==> src/design/command_packet_deframer_unit_assert.svh <==
// Assertion macros for the deframer RTL.
`ifndef COMMAND_PACKET_DEFRAMER_UNIT_ASSERT_SVH
`define COMMAND_PACKET_DEFRAMER_UNIT_ASSERT_SVH

`ifndef NO_ASSERTIONS

`define CPD_ASSERT(lbl, prop) \
    lbl: assert property (@(posedge i_clk) disable iff (!i_rst_n) (prop)) \
        else $error("deframer check failed");

`define CPD_ASSERT_IMP(lbl, ante, cons) \
    lbl: assert property (@(posedge i_clk) disable iff (!i_rst_n) (ante) |-> (cons)) \
        else $error("deframer check failed");

`define CPD_ASSERT_NEXT(lbl, ante, cons) \
    lbl: assert property (@(posedge i_clk) disable iff (!i_rst_n) (ante) |=> (cons)) \
        else $error("deframer check failed");

`else

`define CPD_ASSERT(lbl, prop)
`define CPD_ASSERT_IMP(lbl, ante, cons)
`define CPD_ASSERT_NEXT(lbl, ante, cons)

`endif

`endif

==> src/design/cpd_pkg.sv <==
package cpd_pkg;

    localparam logic [7:0] SYNC_FIRST   = 8'hEA;
    localparam logic [7:0] SYNC_SECOND  = 8'hAE;
    localparam logic [7:0] TRAILER_BYTE = 8'hEE;

    localparam int unsigned TRAILER_LEN = 3;
    localparam int unsigned POS_W       = 4;

    localparam logic [POS_W-1:0] POS_SYNC_FIRST  = 4'd0;
    localparam logic [POS_W-1:0] POS_SYNC_SECOND = 4'd1;
    localparam logic [POS_W-1:0] POS_COMMAND     = 4'd2;
    localparam logic [POS_W-1:0] MIN_PACKET      = 4'd10;

    localparam int unsigned FIFO_DEPTH = 4;
    localparam int unsigned PTR_W      = $clog2(FIFO_DEPTH);
    localparam int unsigned CNT_W      = $clog2(FIFO_DEPTH + 1);

    typedef enum logic [1:0] {
        ST_OK          = 2'd0,
        ST_TOO_SHORT   = 2'd1,
        ST_BAD_SYNC    = 2'd2,
        ST_BAD_TRAILER = 2'd3
    } t_status;

    typedef enum logic {
        KIND_PAYLOAD = 1'b0,
        KIND_STATUS  = 1'b1
    } t_kind;

    typedef struct packed {
        t_kind      kind;
        logic [7:0] payload_byte;
        logic [7:0] command_code;
        t_status    status;
        logic       run_last;
    } t_result;

endpackage

==> src/design/command_packet_deframer_unit.sv <==
// Channel  | Direction | Handshake          | Beat fields
// ---------+-----------+--------------------+-------------------------------------------
// input    | in        | i_valid / o_stall  | i_byte_in, i_end_of_packet
// result   | out       | o_valid / i_stall  | o_kind, o_payload_byte, o_command_code,
//          |           |                    | o_status, o_run_last
//
// One input beat per clock while o_stall is low; its results are formed in the same
// cycle and are registered in a four-entry result queue. A beat may yield two
// results; the queue drains one per clock while i_stall is low, so o_stall rises
// only when fewer than two free entries remain (queue depth sets this).
// Reset is synchronous, active low, and clears the packet state and the queue.
// i_stall only holds the queue head; input keeps flowing until o_stall rises.
module command_packet_deframer_unit
    import cpd_pkg::*;
(
    input  logic       i_clk,
    input  logic       i_rst_n,
    input  logic       i_valid,
    output logic       o_stall,
    input  logic [7:0] i_byte_in,
    input  logic       i_end_of_packet,
    output logic       o_valid,
    input  logic       i_stall,
    output logic       o_kind,
    output logic [7:0] o_payload_byte,
    output logic [7:0] o_command_code,
    output logic [1:0] o_status,
    output logic       o_run_last
);

`include "command_packet_deframer_unit_assert.svh"

    logic [POS_W-1:0] r_pos,     n_pos;
    logic             r_sync,    n_sync;
    logic [7:0]       r_cmd,     n_cmd;
    logic [7:0]       r_tail [TRAILER_LEN];
    logic [7:0]       n_tail [TRAILER_LEN];

    t_result          r_mem [FIFO_DEPTH];
    logic [PTR_W-1:0] r_wr, r_rd;
    logic [CNT_W-1:0] r_count, n_count;

    logic    in_acc, out_acc;
    logic    release_pay, push1, push2;
    logic    sync_chk;
    logic [7:0] cmd_chk;
    t_status stat;
    t_result res_pay, res_stat, res_first;
    t_result head;
    logic    head_is_pay;

    assign in_acc  = i_valid && !o_stall;
    assign out_acc = o_valid && !i_stall;
    assign o_stall = (r_count > CNT_W'(FIFO_DEPTH - 2));
    assign o_valid = (r_count != '0);

    always_comb begin
        release_pay = (r_pos >= MIN_PACKET);
        sync_chk = r_sync;
        if (r_pos == POS_SYNC_FIRST && i_byte_in != SYNC_FIRST) begin
            sync_chk = 1'b0;
        end
        if (r_pos == POS_SYNC_SECOND && i_byte_in != SYNC_SECOND) begin
            sync_chk = 1'b0;
        end
        cmd_chk = (r_pos == POS_COMMAND) ? i_byte_in : r_cmd;

        if (r_pos < MIN_PACKET - 4'd1) begin
            stat = ST_TOO_SHORT;
        end else if (!sync_chk) begin
            stat = ST_BAD_SYNC;
        end else if (i_byte_in != TRAILER_BYTE || r_tail[0] != TRAILER_BYTE ||
                     r_tail[1] != TRAILER_BYTE) begin
            stat = ST_BAD_TRAILER;
        end else begin
            stat = ST_OK;
        end

        res_pay.kind         = KIND_PAYLOAD;
        res_pay.payload_byte = r_tail[TRAILER_LEN-1];
        res_pay.command_code = 8'd0;
        res_pay.status       = ST_OK;
        res_pay.run_last     = !i_end_of_packet;

        res_stat.kind         = KIND_STATUS;
        res_stat.payload_byte = 8'd0;
        res_stat.command_code = cmd_chk;
        res_stat.status       = stat;
        res_stat.run_last     = 1'b1;

        res_first = release_pay ? res_pay : res_stat;
        push1 = in_acc && (release_pay || i_end_of_packet);
        push2 = in_acc && release_pay && i_end_of_packet;
    end

    always_comb begin
        n_pos  = r_pos;
        n_sync = r_sync;
        n_cmd  = r_cmd;
        for (int k = 0; k < TRAILER_LEN; k++) begin
            n_tail[k] = r_tail[k];
        end
        if (in_acc) begin
            if (i_end_of_packet) begin
                n_pos  = '0;
                n_sync = 1'b1;
                n_cmd  = 8'd0;
                for (int k = 0; k < TRAILER_LEN; k++) begin
                    n_tail[k] = 8'd0;
                end
            end else begin
                n_sync = sync_chk;
                n_cmd  = cmd_chk;
                n_tail[0] = i_byte_in;
                for (int k = 1; k < TRAILER_LEN; k++) begin
                    n_tail[k] = r_tail[k-1];
                end
                if (r_pos < MIN_PACKET) begin
                    n_pos = r_pos + 4'd1;
                end
            end
        end
        n_count = r_count + CNT_W'(push1) + CNT_W'(push2) - CNT_W'(out_acc);
    end

    always_ff @(posedge i_clk) begin
        if (!i_rst_n) begin
            r_pos   <= '0;
            r_sync  <= 1'b1;
            r_cmd   <= 8'd0;
            for (int k = 0; k < TRAILER_LEN; k++) begin
                r_tail[k] <= 8'd0;
            end
            r_wr    <= '0;
            r_rd    <= '0;
            r_count <= '0;
        end else begin
            r_pos   <= n_pos;
            r_sync  <= n_sync;
            r_cmd   <= n_cmd;
            r_tail  <= n_tail;
            r_count <= n_count;
            r_wr    <= r_wr + PTR_W'(push1) + PTR_W'(push2);
            if (out_acc) begin
                r_rd <= r_rd + PTR_W'(1);
            end
        end
    end

    always_ff @(posedge i_clk) begin
        if (push1) begin
            r_mem[r_wr] <= res_first;
        end
        if (push2) begin
            r_mem[r_wr + PTR_W'(1)] <= res_stat;
        end
    end

    assign head           = r_mem[r_rd];
    assign o_kind         = head.kind;
    assign o_payload_byte = head.payload_byte;
    assign o_command_code = head.command_code;
    assign o_status       = head.status;
    assign o_run_last     = head.run_last;
    assign head_is_pay    = o_valid && (o_kind == KIND_PAYLOAD);

    `CPD_ASSERT(a_count_bound, r_count <= CNT_W'(FIFO_DEPTH))
    `CPD_ASSERT(a_pos_saturates, r_pos <= MIN_PACKET)
    `CPD_ASSERT_IMP(a_room_on_accept, in_acc, r_count <= CNT_W'(FIFO_DEPTH - 2))
    `CPD_ASSERT_IMP(a_status_is_last, o_valid && o_kind == KIND_STATUS, o_run_last)
    `CPD_ASSERT_IMP(a_payload_clean, head_is_pay, o_status == ST_OK && o_command_code == 8'd0)
    `CPD_ASSERT_NEXT(a_eop_clears, in_acc && i_end_of_packet, r_pos == '0 && r_sync)

endmodule
==> config.mk <==
export PLATFORM = sky130hd
export DESIGN_NAME = command_packet_deframer_unit
export DESIGN_NICKNAME = d
export VERILOG_FILES = /design/src/design/cpd_pkg.sv /design/src/design/command_packet_deframer_unit.sv
export VERILOG_INCLUDE_DIRS = /design/src /design/src/design
export SDC_FILE = /design/constraint.sdc
export NUM_CORES = 1
export LEC_CHECK = 0
export ABC_AREA = 1
export BUFFER_PORTS_ARGS = -buffer_cell sky130_fd_sc_hd__buf_2
export CORE_ASPECT_RATIO = 1.2
export CORE_MARGIN = 4
export CORE_UTILIZATION = 45
export DETAILED_ROUTE_END_ITERATION = 10
export SYNTH_ARGS = -nofsm -noshare
export SYNTH_HDL_FRONTEND = slang
export SYNTH_SLANG_ARGS = --single-unit
==> constraint.sdc <==
create_clock -name i_clk -period 4.2 [get_ports i_clk]
set_input_delay 0 -clock i_clk [delete_from_list [all_inputs] [get_ports i_clk]]
set_output_delay 0 -clock i_clk [all_outputs]
set_load 0.02 [all_outputs]
---- Yosys cells after proc, flatten, opt, wreduce, memory -nomap -nowiden ----
Memory sizes are Yosys's and may differ from the RTL's. A register that Yosys moved wholly into a read port is not among the register bits.
Index checks and enable logic that the tools add are counted.
word-level totals
  register bits ........................... 44
  bits in writable memories ............... 80
  bits of input ports ..................... 13
  output and inout bits ................... 22
  logic and storage cells ................. 64
  memories ................................ 1
memory list
  memory  words  bits a word  read ports  clocked after Yosys merged registers in  wr ports  RTL line                            text
  r_mem   4      20           1           1                                        2         command_packet_deframer_unit.sv:39  t_result r_mem [FIFO_DEPTH];
cells by class
  add/sub/neg operators ................... 8
  $lt $le $gt $ge ......................... 4
  equality and inequality tests ........... 7
  multiplexer cells ....................... 18
  reduce and logical (&&, ||, !) cells .... 17
operators with widths
  operator               count
  $ne A8 B8 Y1 const B   5
  $mux W24               1
  $mux W20               1
  $mux W8                2
  $mux W2                5
  $lt A4 B4 Y1 const B   2
  $mux W4                2
  $logic_and A1 B1 Y1    7
  $mux W1                7
  $add A3 B1 Y3          2
  $add A2 B1 Y2          2
  $add A2 B1 Y2 const B  2
  $add A4 B1 Y4 const B  1
  $eq A4 B1 Y1 const B   1
  $eq A4 B2 Y1 const B   1
  $ge A4 B4 Y1 const B   1
  $logic_not A4 Y1       1
  $gt A3 B2 Y1 const B   1
  $logic_not A1 Y1       3
  $logic_or A1 B1 Y1     3
  $reduce_bool A3 Y1     1
  $sub A3 B1 Y3          1
  $reduce_and A2 Y1      1
  $reduce_bool A2 Y1     1

---- Logic depth before layout (Yosys ltp) ----
Gate-level depths: netlist of run 1.
  word-level depth ........................ 7
  mapped depth ............................ 16

---- Worst setup path before layout of run 1 ----
Ideal clock, no wire load.
  kind .................................... register to register
  start point ............................. reg r_count[1]
  end point ............................... reg r_count[2]
  setup time .............................. 0.128 ns
  arrival ................................. 2.656 ns
  path slack .............................. 1.416 ns
  cell stages (with the launch flop) ...... 15
  buffers on the path ..................... 3
  clock period less this slack ............ 2.784 ns
  cell sequence ........................... dfxtp_1 -> inv_1 -> ha_1 -> inv_1 -> a21oi_2 -> buf_6 -> buf_2 -> buf_4 -> nand2_1 -> ha_1 -> inv_1 -> fa_1 -> fa_1 -> xor2_1 -> nor2_1
between the ends
  cells in the longest elaborated chain, start to end .. 7
  elaborated cells on any way between the ends .. 11
  classes of those cells .................. 3 x add/sub; 1 x order compare; 7 x reduce/logical
ends and longest elaborated chain
  element                                                      RTL line                                                                 text
  start: declaration                                           command_packet_deframer_unit.sv:41                                       logic [CNT_W-1:0] r_count, n_count;
  start signal: assignment                                     command_packet_deframer_unit.sv:142                                      r_count <= n_count;
  $gt A3 B2 Y1                                                 command_packet_deframer_unit.sv:54                                       assign o_stall = (r_count > CNT_W'(FIFO_DEPTH - 2));
  $logic_not A1 Y1                                             command_packet_deframer_unit.sv:52                                       assign in_acc = i_valid && !o_stall;
  $logic_and A1 B1 Y1                                          command_packet_deframer_unit.sv:52
  $logic_and A1 B1 Y1, on equally long branches                command_packet_deframer_unit.sv:92, command_packet_deframer_unit.sv:93
  $add A3 B1 Y3 / $logic_and A1 B1 Y1 (equally long branches)  command_packet_deframer_unit.sv:123, command_packet_deframer_unit.sv:93
  $add A3 B1 Y3                                                command_packet_deframer_unit.sv:123                                      n_count = r_count + CNT_W'(push1) + CNT_W'(push2) - CNT_W'(out_acc);
  $sub A3 B1 Y3 *                                              command_packet_deframer_unit.sv:123
Mark *: on every way between the ends. The rest lies on a longest branch, timed or not.
A chain may end at the register's enable or synchronous reset.

==> reports/metrics.cfg, run 1 <==
[floorplan]
dieArea_sq_mm = 0.01505
ios = 35
die_w_um = 112.7
die_h_um = 133.6
core_sq_mm = 0.01278
start_util_pct = 46.28
num_rows = 45

[routing]
dr.pass1.iters = 4
via_per_inst = 5.168
drc = 0
wire_per_inst_um = 15.16
first_iter_violations = 272
drtAntennaViolNets = 0
routed_wl_um = 13980
dr_total_vias = 4765

[yosys]
synth-xor-area-share_pct = 0.4442
ys_seq_elements = 126
ys_top_cells_by_area = dfxtp_1 29%, edfxtp_1 20%, nand2_1 8.9%
ys_seq_area_share_pct = 49.41
netlist_area_sq_mm = 0.005916
synth_top_family_by_area = simple AND/OR/NAND/NOR gates
synthMuxAreaShare_pct = 0
synth-simple-area-share_pct = 25.72
synth_flop_cell = dfxtp_1
yosys.area.top_type = dfxtp_1
synth-edff-count = 40
synth_fa_ha_area_share_pct = 2.284
synth_cells = 717
syn-num-nets = 739
synth_compound_area_share_pct = 14.83
ys_warn_count = 0
synth_cell_types = 36
synthArstFlopShare_pct = 0
synth_top_area_share_pct = 29.10
avgSynthCellArea_sq_um = 8.251

[global_routing]
grt_pass1_vias = 4630
grt_max_degree = 41
grt-ovfl-total = 0
track_usage_pct = 19.26
grt_first_pass_wirelength_um = 23280
grt_antenna_before_repair = 0

[final_layout]
antenna_cells = 0
syn_to_final_growth_pct = 15.14
nFillCells = 1211
seq_area_sq_mm = 0.002923
drive_above_1_share_pct = 15.04
fin_nets = 767
multiInputGateArea_sq_mm = 0.002567

[status]
status = finished clean

[clocking]
clock-root-buffer = clkbuf_16
cts.clk_slew.worst_paths_ns = 0.06
clock_path_buffers = 2
cts_made_buffers = 17
cts-resized-gates = 0
htreeDepth = 4
cts_tree = built
clock_sinks = 126
post-cts-setup-buffers = 0
clk_latency_ns = 0.41

[setup_path]
end_kind = flip-flop
required_ns = 4.45
startpoint_type = flip-flop
timing.rr.end = r_mem[3][1]
crit_fanout = 29
rrSetupSlack_ns = 1.27
criticalPathCategory = reg2reg
cp-startpoint = r_pos[0]
crit_arrival_ns = 3.18
reg2reg_from = r_pos[0]
rr_worst_depth = 10

[placement]
place.gp.congestion = 0.8145
portBuffers = 34
dp_hpwl_um = 9320

[timing]
drv_slew = 0
rsz0062_at_grt = false
finClkSkew_ns = 0.004641
period_share_pct = 69.82
hold_viol = 0
worst_pin_slew_ns = 1.171
relSlewSlack_pct = 21.86
setup_viol = 0
tns_ns = 0
fmax_ghz = 0.3410
period_minus_slack_ns = 2.932

[pwr]
pwr_density_cell_mw_per_mm2 = 545.5
ir_drop_mv = 0.2637
p_leak_uw = 0.002506
p_total_uw = 3715

[min_path]
worstHoldPathCells = 4
hp-start = i_end_of_packet
holdPathEnd = r_pos[2]
hold_path.class = in2reg

[job]
drv_cap = 0

-- stage by stage --
stage	util, %	hold WS (ns)	instance area [sq um]	worst slack [ns]	instances
after floorplan	-	0.09345	5916	1.416	717
after global placement	47.71	0.2658	6098	1.390	880
after detailed placement	47.71	0.2816	6098	1.294	880
after CTS	53.29	0.03609	6812	1.279	922
after global routing	53.29	0.05522	6812	0.9447	922
final	53.29	0.04636	6812	1.268	922
-- power breakdown --
| part | switching (uW) | leakage, uW | internal, uW | total, uW |
|---|---|---|---|---|
| logic | 584 | 0.00113 | 245 | 829 |
| registers | 47.6 | 0.00108 | 1340 | 1380 |
| clock network | 560 | 0.000296 | 943 | 1500 |
-- registers in the layout (all words and copies together) (netlist names), named ones only --
register and count:
r_mem 80, r_tail 24, r_cmd 8, r_pos 4, r_count 3, r_rd 2
r_wr 2, r_sync 1
-- cells in the mapped netlist (2+ instances only) --
library cell,number
o21a_1,3
buf_1,2
a21oi_1,52
o22ai_1,20
xor2_1,3
nand4_1,29
nor2_1,116
inv_2,7
a21boi_1,8
a21boi_0,17
nand3_1,11
clkbuf_1,17
a21oi_2,4
o21ai_0,47
dfxtp_1,86
nand2_1,141
buf_4,4
buf_6,5
buf_2,8
nand3_4,3
fa_1,3
nand2_2,6
nor2_4,4
nand3_2,4
inv_1,48
edfxtp_1,40
nor2_2,12
nand2_4,4
ha_1,6
-- layout make-up --
type	count	area share, %
flip-flops and latches	126	42.91
inverters	56	3.086
clock inverters	15	2.755
clock buffers	17	6.245
repair buffers	47	4.298
multi-input cells	497	37.69
well taps	164	3.012
-- metal layers --
metal  wire, um  vias to the layer above  GRT usage, %
met2       7075                       74         33.27
met3        472                       20         3.589
met1       6192                     2235         24.13
met5          0                        -             0
li1           -                     2436             -
met4        241                        0         6.413
-- cell families (layout without fill, tap and decap cells) --
logic type | Yosys count | in the layout
DFF | 126 | 126
and+or+nand+nor | 332 | 332
AOI/OAI and AO/OA | 153 | 153
adders and majority gates | 9 | 9
xor gates and xnor gates | 3 | 3
buffers and inverters | 94 | 135
-- layout by cell type, fill, tap and decap left out, drive strengths merged --
master,instances
inv,59
a21boi,25
clkinvlp,2
o22ai,20
nand4,29
nor3,1
clkinv,7
bufinv,3
nor2,133
dfxtp,86
xor2,3
fa,3
o21a,3
edfxtp,40
dlygate4sd3,10
a31oi,1
clkbuf,17
a21oi,56
nand2,151
o21ai,48
buf,37
nand3,18
ha,6
-- worst max-delay path: stages (launching register included) --
cell	delay, ns
dfxtp_1	0.32
inv_1	0.13
ha_1	0.21
inv_2	0.04
nand2_2	0.06
nand2_2	0.15
nand2_4	0.32
nand3_1	0.42
nand2_1	0.53
nand2_1	0.37
a21oi_1	0.21
-- repair_timing --
item                                    4_1_cts  5_1_grt
hold buffers                                 10        0
endpoints found under the setup margin        0        0
hold endpoints to repair                     15        0
-- worst max path at each step --
stage | to | slack, ns | cells past startpoint
2_1_floorplan | r_count[2] | 1.42 | 14
3_3_place_gp | r_count[2] | 1.39 | 13
3_5_place_dp | r_count[2] | 1.29 | 13
4_1_cts | r_mem[3][1] | 1.28 | 10
5_1_grt | r_mem[3][1] | 0.94 | 10
6_report | r_mem[3][1] | 1.27 | 10
Power figures use the tool's default switching activity.
==> run 2, diff against run 1 <==
- ABC_AREA: 1 -> 0
- clock period: 4.2 -> 2.62 ns (I/O delays scaled with it)
==> run 2 against run 1 <==
Effect of this change:
- via count decreased by 13%
- power up 60%
- sequential power up 61%
- fmax is 21% higher
- clock skew grew 0.00059 ns
- largest power group unchanged
==> reports/metrics.cfg, run 2 <==
[timing]
worst_pin_slew_ns = 0.8516
rsz0062_at_grt = false
finClkSkew_ns = 0.005230
tns_ns = 0
drv_slew = 0
setup_viol = 0
fmax_ghz = 0.4128
period_minus_slack_ns = 2.423
period_share_pct = 92.47
relSlewSlack_pct = 43.05
hold_viol = 0

[routing]
drtAntennaViolNets = 0
drc = 0
dr.pass1.iters = 5
dr_total_vias = 4128
wire_per_inst_um = 17.56
first_iter_violations = 175
via_per_inst = 5.571
routed_wl_um = 13010

[placement]
place.gp.congestion = 0.7938
dp_hpwl_um = 8729
place_area_sq_mm = 0.006060
portBuffers = 34
dp_cells = 701

[global_routing]
grt_max_degree = 48
track_usage_pct = 18.95
grt_antenna_before_repair = 0
grt_first_pass_wirelength_um = 21760
grt-ovfl-total = 0
grt_pass1_vias = 4109

[yosys]
synthTopCellsByCount = 86 x dfxtp_1, 47 x nand2_1, 45 x nor2_1
ys_seq_area_share_pct = 51.51
synth_top_area_share_pct = 30.34
ys_top_cells_by_area = dfxtp_1 30%, edfxtp_1 21%, mux4_2 7.9%
synthArstFlopShare_pct = 0
synth_most_common_cell = dfxtp_1
avgSynthCellArea_sq_um = 10.83
synth_cell_types = 52
netlist_area_sq_mm = 0.005674
ys_seq_elements = 126
synth-edff-count = 40
synth_cells = 524
syn-num-nets = 546
synth_flop_cell = dfxtp_1
ys_warn_count = 0
yosys.area.top_type = dfxtp_1

[final_layout]
top_register = r_mem
antenna_cells = 0
drive_above_1_share_pct = 21.03
biggestRegsByFlops = r_mem (80), r_tail (24), r_cmd (8)
stdcell_area_sq_mm = 0.006784
largest_reg_flops = 80
layout_common_cells = 85 x dfxtp_1, 47 x nand2_1, 45 x nor2_1, 40 x nor3_1, 40 x edfxtp_1
final_common_cell = dfxtp_1
final_cells = 741
fin_nets = 589
syn_to_final_growth_pct = 19.56

[clocking]
cts_made_buffers = 17
clock_path_buffers = 2
clock_sinks = 126
cts.clk_slew.worst_paths_ns = 0.06
cts_tree = built
clock-root-buffer = clkbuf_16
clk_latency_ns = 0.40
htreeDepth = 4
cts-resized-gates = 0

[setup_path]
criticalPathCategory = reg2reg
required_ns = 2.92
startpoint_type = flip-flop
crit_fanout = 10
crit_arrival_ns = 2.72
end_kind = flip-flop

[floorplan]
ios = 35
start_util_pct = 46.43
num_rows = 44
dieArea_sq_mm = 0.01448
core_sq_mm = 0.01222
die_h_um = 131.0
die_w_um = 110.5

[status]
status = finished clean

[min_path]
hold_path.class = in2reg

[pwr]
pwr_density_cell_mw_per_mm2 = 877.5
p_leak_uw = 0.002382
ir_drop_mv = 0.4154
p_total_uw = 5953

[job]
drv_cap = 0

[run 2: cell types whose count changed in the layout (fill, tap and decap cells not counted), moves of 12 or more]
cell / before / now
o22ai_1: 20 / 2
inv_1: 48 / 13
o21ai_0: 47 / 7
nor3_1: 1 / 40
nor2_1: 116 / 45
a21oi_1: 52 / 2
nand3_1: 11 / 29
a31o_1: 0 / 32
and2_1: 0 / 15
nand4_1: 29 / 2
nor2_2: 12 / 0
nand2_1: 141 / 47
buf_4: 3 / 24
mux4_2: 0 / 20
[run 2: through the flow]
stage | utilization, % | setup WS, ns | hold WS (ns)
2_1_floorplan | - | 0.03207 | 0.1662
3_3_place_gp | 49.58 | 0.2724 | 0.3380
3_5_place_dp | 49.58 | 0.2168 | 0.3484
4_1_cts | 55.51 | 0.1858 | 0.009927
5_1_grt | 55.51 | 0.06882 | 0.05928
6_report | 55.51 | 0.1974 | 0.03011
[run 2: per-layer routing]
layer	up-vias	GRT usage, %	part of all wire (%)
li1	2002	-	-
met1	2023	24.70	45
met2	90	31.82	49
met3	13	4.099	4.0
met4	0	6.232	1.5
met5	-	0	0
[run 2: worst paths after layout]
path	startpoint	to	slack, ns	cells after the start
max reg2reg	r_pos[0]	r_count[2]	0.20	10
min	i_stall	r_rd[1]	0.03	4
max	r_pos[0]	r_count[2]	0.20	10
min reg2reg	r_tail[6]	r_tail[6]	0.46	2
[run 2: where the power goes]
group	leakage [uW]	internal, uW	switching, uW
sequential	0.00104	2140	78.5
clock	0.000311	1680	857
combinational	0.00103	476	717
total	0.00238	4300	1650
[run 2: final cells by class]
class,instances,area [sq um]
Clock buffer,17,425.4
Clock inverter,15,219.0
Fill cell,1109,5438
Tap cell,161,201.4
Multi-Input combinational cell,341,2511
Timing Repair Buffer,67,450.4
Sequential cell,126,2924
Inverter,14,52.55
[run 2: cells by family after synthesis]
family,synth area share [%]
compound gates,13.41
xor+xnor,0.7719
fa+ha+maj,2.381
buf+inv,4.630
flops,51.51
mux,9.702
simple gates,17.60
[run 2: timing repair]
| action | in CTS | in global routing |
|---|---|---|
| endpoints found under the hold margin | 8 | 0 |
| hold buffers | 8 | 0 |
| setup buffers | 0 | 0 |
[run 2: worst max-delay path, cell delays in order, from the launching register on]
cell and delay (ns):
dfxtp_2 0.36, inv_1 0.08, ha_2 0.20, o31a_2 0.32, buf_4 0.18, nand3_1 0.13
inv_1 0.08, fa_2 0.34, fa_2 0.34, xnor2_1 0.12, and2_1 0.15
==> run 3, diff against run 2 <==
- RECOVER_POWER: default -> 100
==> run 3 against run 2 <==
Effect of this change:
- via count hardly changed
- power down 0.66%
- combinational power is 3% lower
- largest cell class unchanged
==> reports/metrics.cfg, run 3 (same netlist as run 2, synthesis figures left out) <==
[floorplan]
die_w_um = 110.5
dieArea_sq_mm = 0.01448
core_sq_mm = 0.01222
num_rows = 44
start_util_pct = 46.43
ios = 35
die_h_um = 131.0

[routing]
wire_per_inst_um = 17.66
drtAntennaViolNets = 0
drc = 0
via_per_inst = 5.570
dr.pass1.iters = 5
routed_wl_um = 13090
dr_total_vias = 4127
first_iter_violations = 194

[placement]
dp_hpwl_um = 8729
dp_cells = 701
portBuffers = 34
place.gp.congestion = 0.7938

[clocking]
clk_latency_ns = 0.40
cts.clk_slew.worst_paths_ns = 0.06
htreeDepth = 4
clock-root-buffer = clkbuf_16
clock_path_buffers = 2
cts_made_buffers = 17
cts_tree = built
post-cts-setup-buffers = 0
clock_sinks = 126

[final_layout]
syn_to_final_growth_pct = 18.52
top_register = r_mem
final_common_cell = dfxtp_1
biggestRegsByFlops = r_mem (80), r_tail (24), r_cmd (8)
fin_nets = 589
drive_above_1_share_pct = 16.55
largest_reg_flops = 80
postLayoutCoreUtil_pct = 55.03
layout_common_cells = 85 x dfxtp_1, 47 x nand2_1, 45 x nor2_1, 40 x nor3_1, 40 x edfxtp_1
final_cells = 741
antenna_cells = 0

[timing]
worst_pin_slew_ns = 0.9089
setup_viol = 0
period_minus_slack_ns = 2.466
relSlewSlack_pct = 39.22
rsz0062_at_grt = false
period_share_pct = 94.12
finClkSkew_ns = 0.006254
hold_viol = 0
fmax_ghz = 0.4055
drv_slew = 0
tns_ns = 0

[setup_path]
end_kind = flip-flop
cp-startpoint = r_pos[0]
criticalPathCategory = reg2reg
required_ns = 2.92
crit_fanout = 10
startpoint_type = flip-flop
reg2reg_from = r_pos[0]
crit_arrival_ns = 2.76

[pwr]
p_total_uw = 5914
p_leak_uw = 0.002289
ir_drop_mv = 0.4156
pwr_density_cell_mw_per_mm2 = 879.4

[global_routing]
grt_first_pass_wirelength_um = 21760
grt_max_degree = 48
grt-ovfl-total = 0
track_usage_pct = 18.95
grt_antenna_before_repair = 0
grt_pass1_vias = 4109

[min_path]
hold_path.class = in2reg
hp-start = i_stall

[status]
status = finished clean

[job]
drv_cap = 0

==> run 3: worst max-delay path: stages (launching register included) <==
cell     delay, ns
dfxtp_2       0.37
inv_1         0.08
ha_1          0.23
o31a_2        0.33
buf_4         0.18
nand3_1       0.13
inv_1         0.08
fa_2          0.34
fa_2          0.34
xnor2_1       0.12
and2_1        0.15
==> run 3: metrics by stage <==
step | cell area, sq um | worst slack, ns | hold slack, ns
finish | 6725 | 0.1539 | 0.04348
global route | 6725 | 0.04338 | 0.07979
CTS | 6784 | 0.1858 | 0.009927
detailed placement | 6060 | 0.2168 | 0.3484
global placement | 6060 | 0.2724 | 0.3380
floorplan | 5695 | 0.03207 | 0.1662
==> run 3: power breakdown <==
group | internal [uW] | switching, uW
Clock | 1680 | 858
Combinational | 430 | 725
Sequential | 2140 | 76.8
==> run 3: layout make-up <==
class | count | area, sq um
fillers | 1129 | 5497
flip-flops and latches | 126 | 2924
multi-input cells | 341 | 2505
clock buffers | 17 | 425.4
repair buffers | 67 | 397.9
clock inverters | 15 | 219.0
well taps | 161 | 201.4
inverters | 14 | 52.55
==> run 3: path summary, 6_finish.rpt <==
check	end	slack [ns]	cells after the start
max	r_count[2]	0.15	10
min	r_rd[1]	0.04	4
max reg2reg	r_count[2]	0.15	10
min reg2reg	r_tail[2]	0.46	2
==> run 3: layer usage <==
layer	track usage, %	wire, um	vias to the layer above
li1	-	-	2002
met1	24.70	5836	2034
met2	31.82	6490	78
met3	4.099	569	13
met4	6.232	189	0
met5	0	0	-
==> run 3: what timing repair did <==
action,4_1_cts,5_1_grt
hold endpoints to repair,8,0
hold buffers,8,0
gates resized for setup,0,0
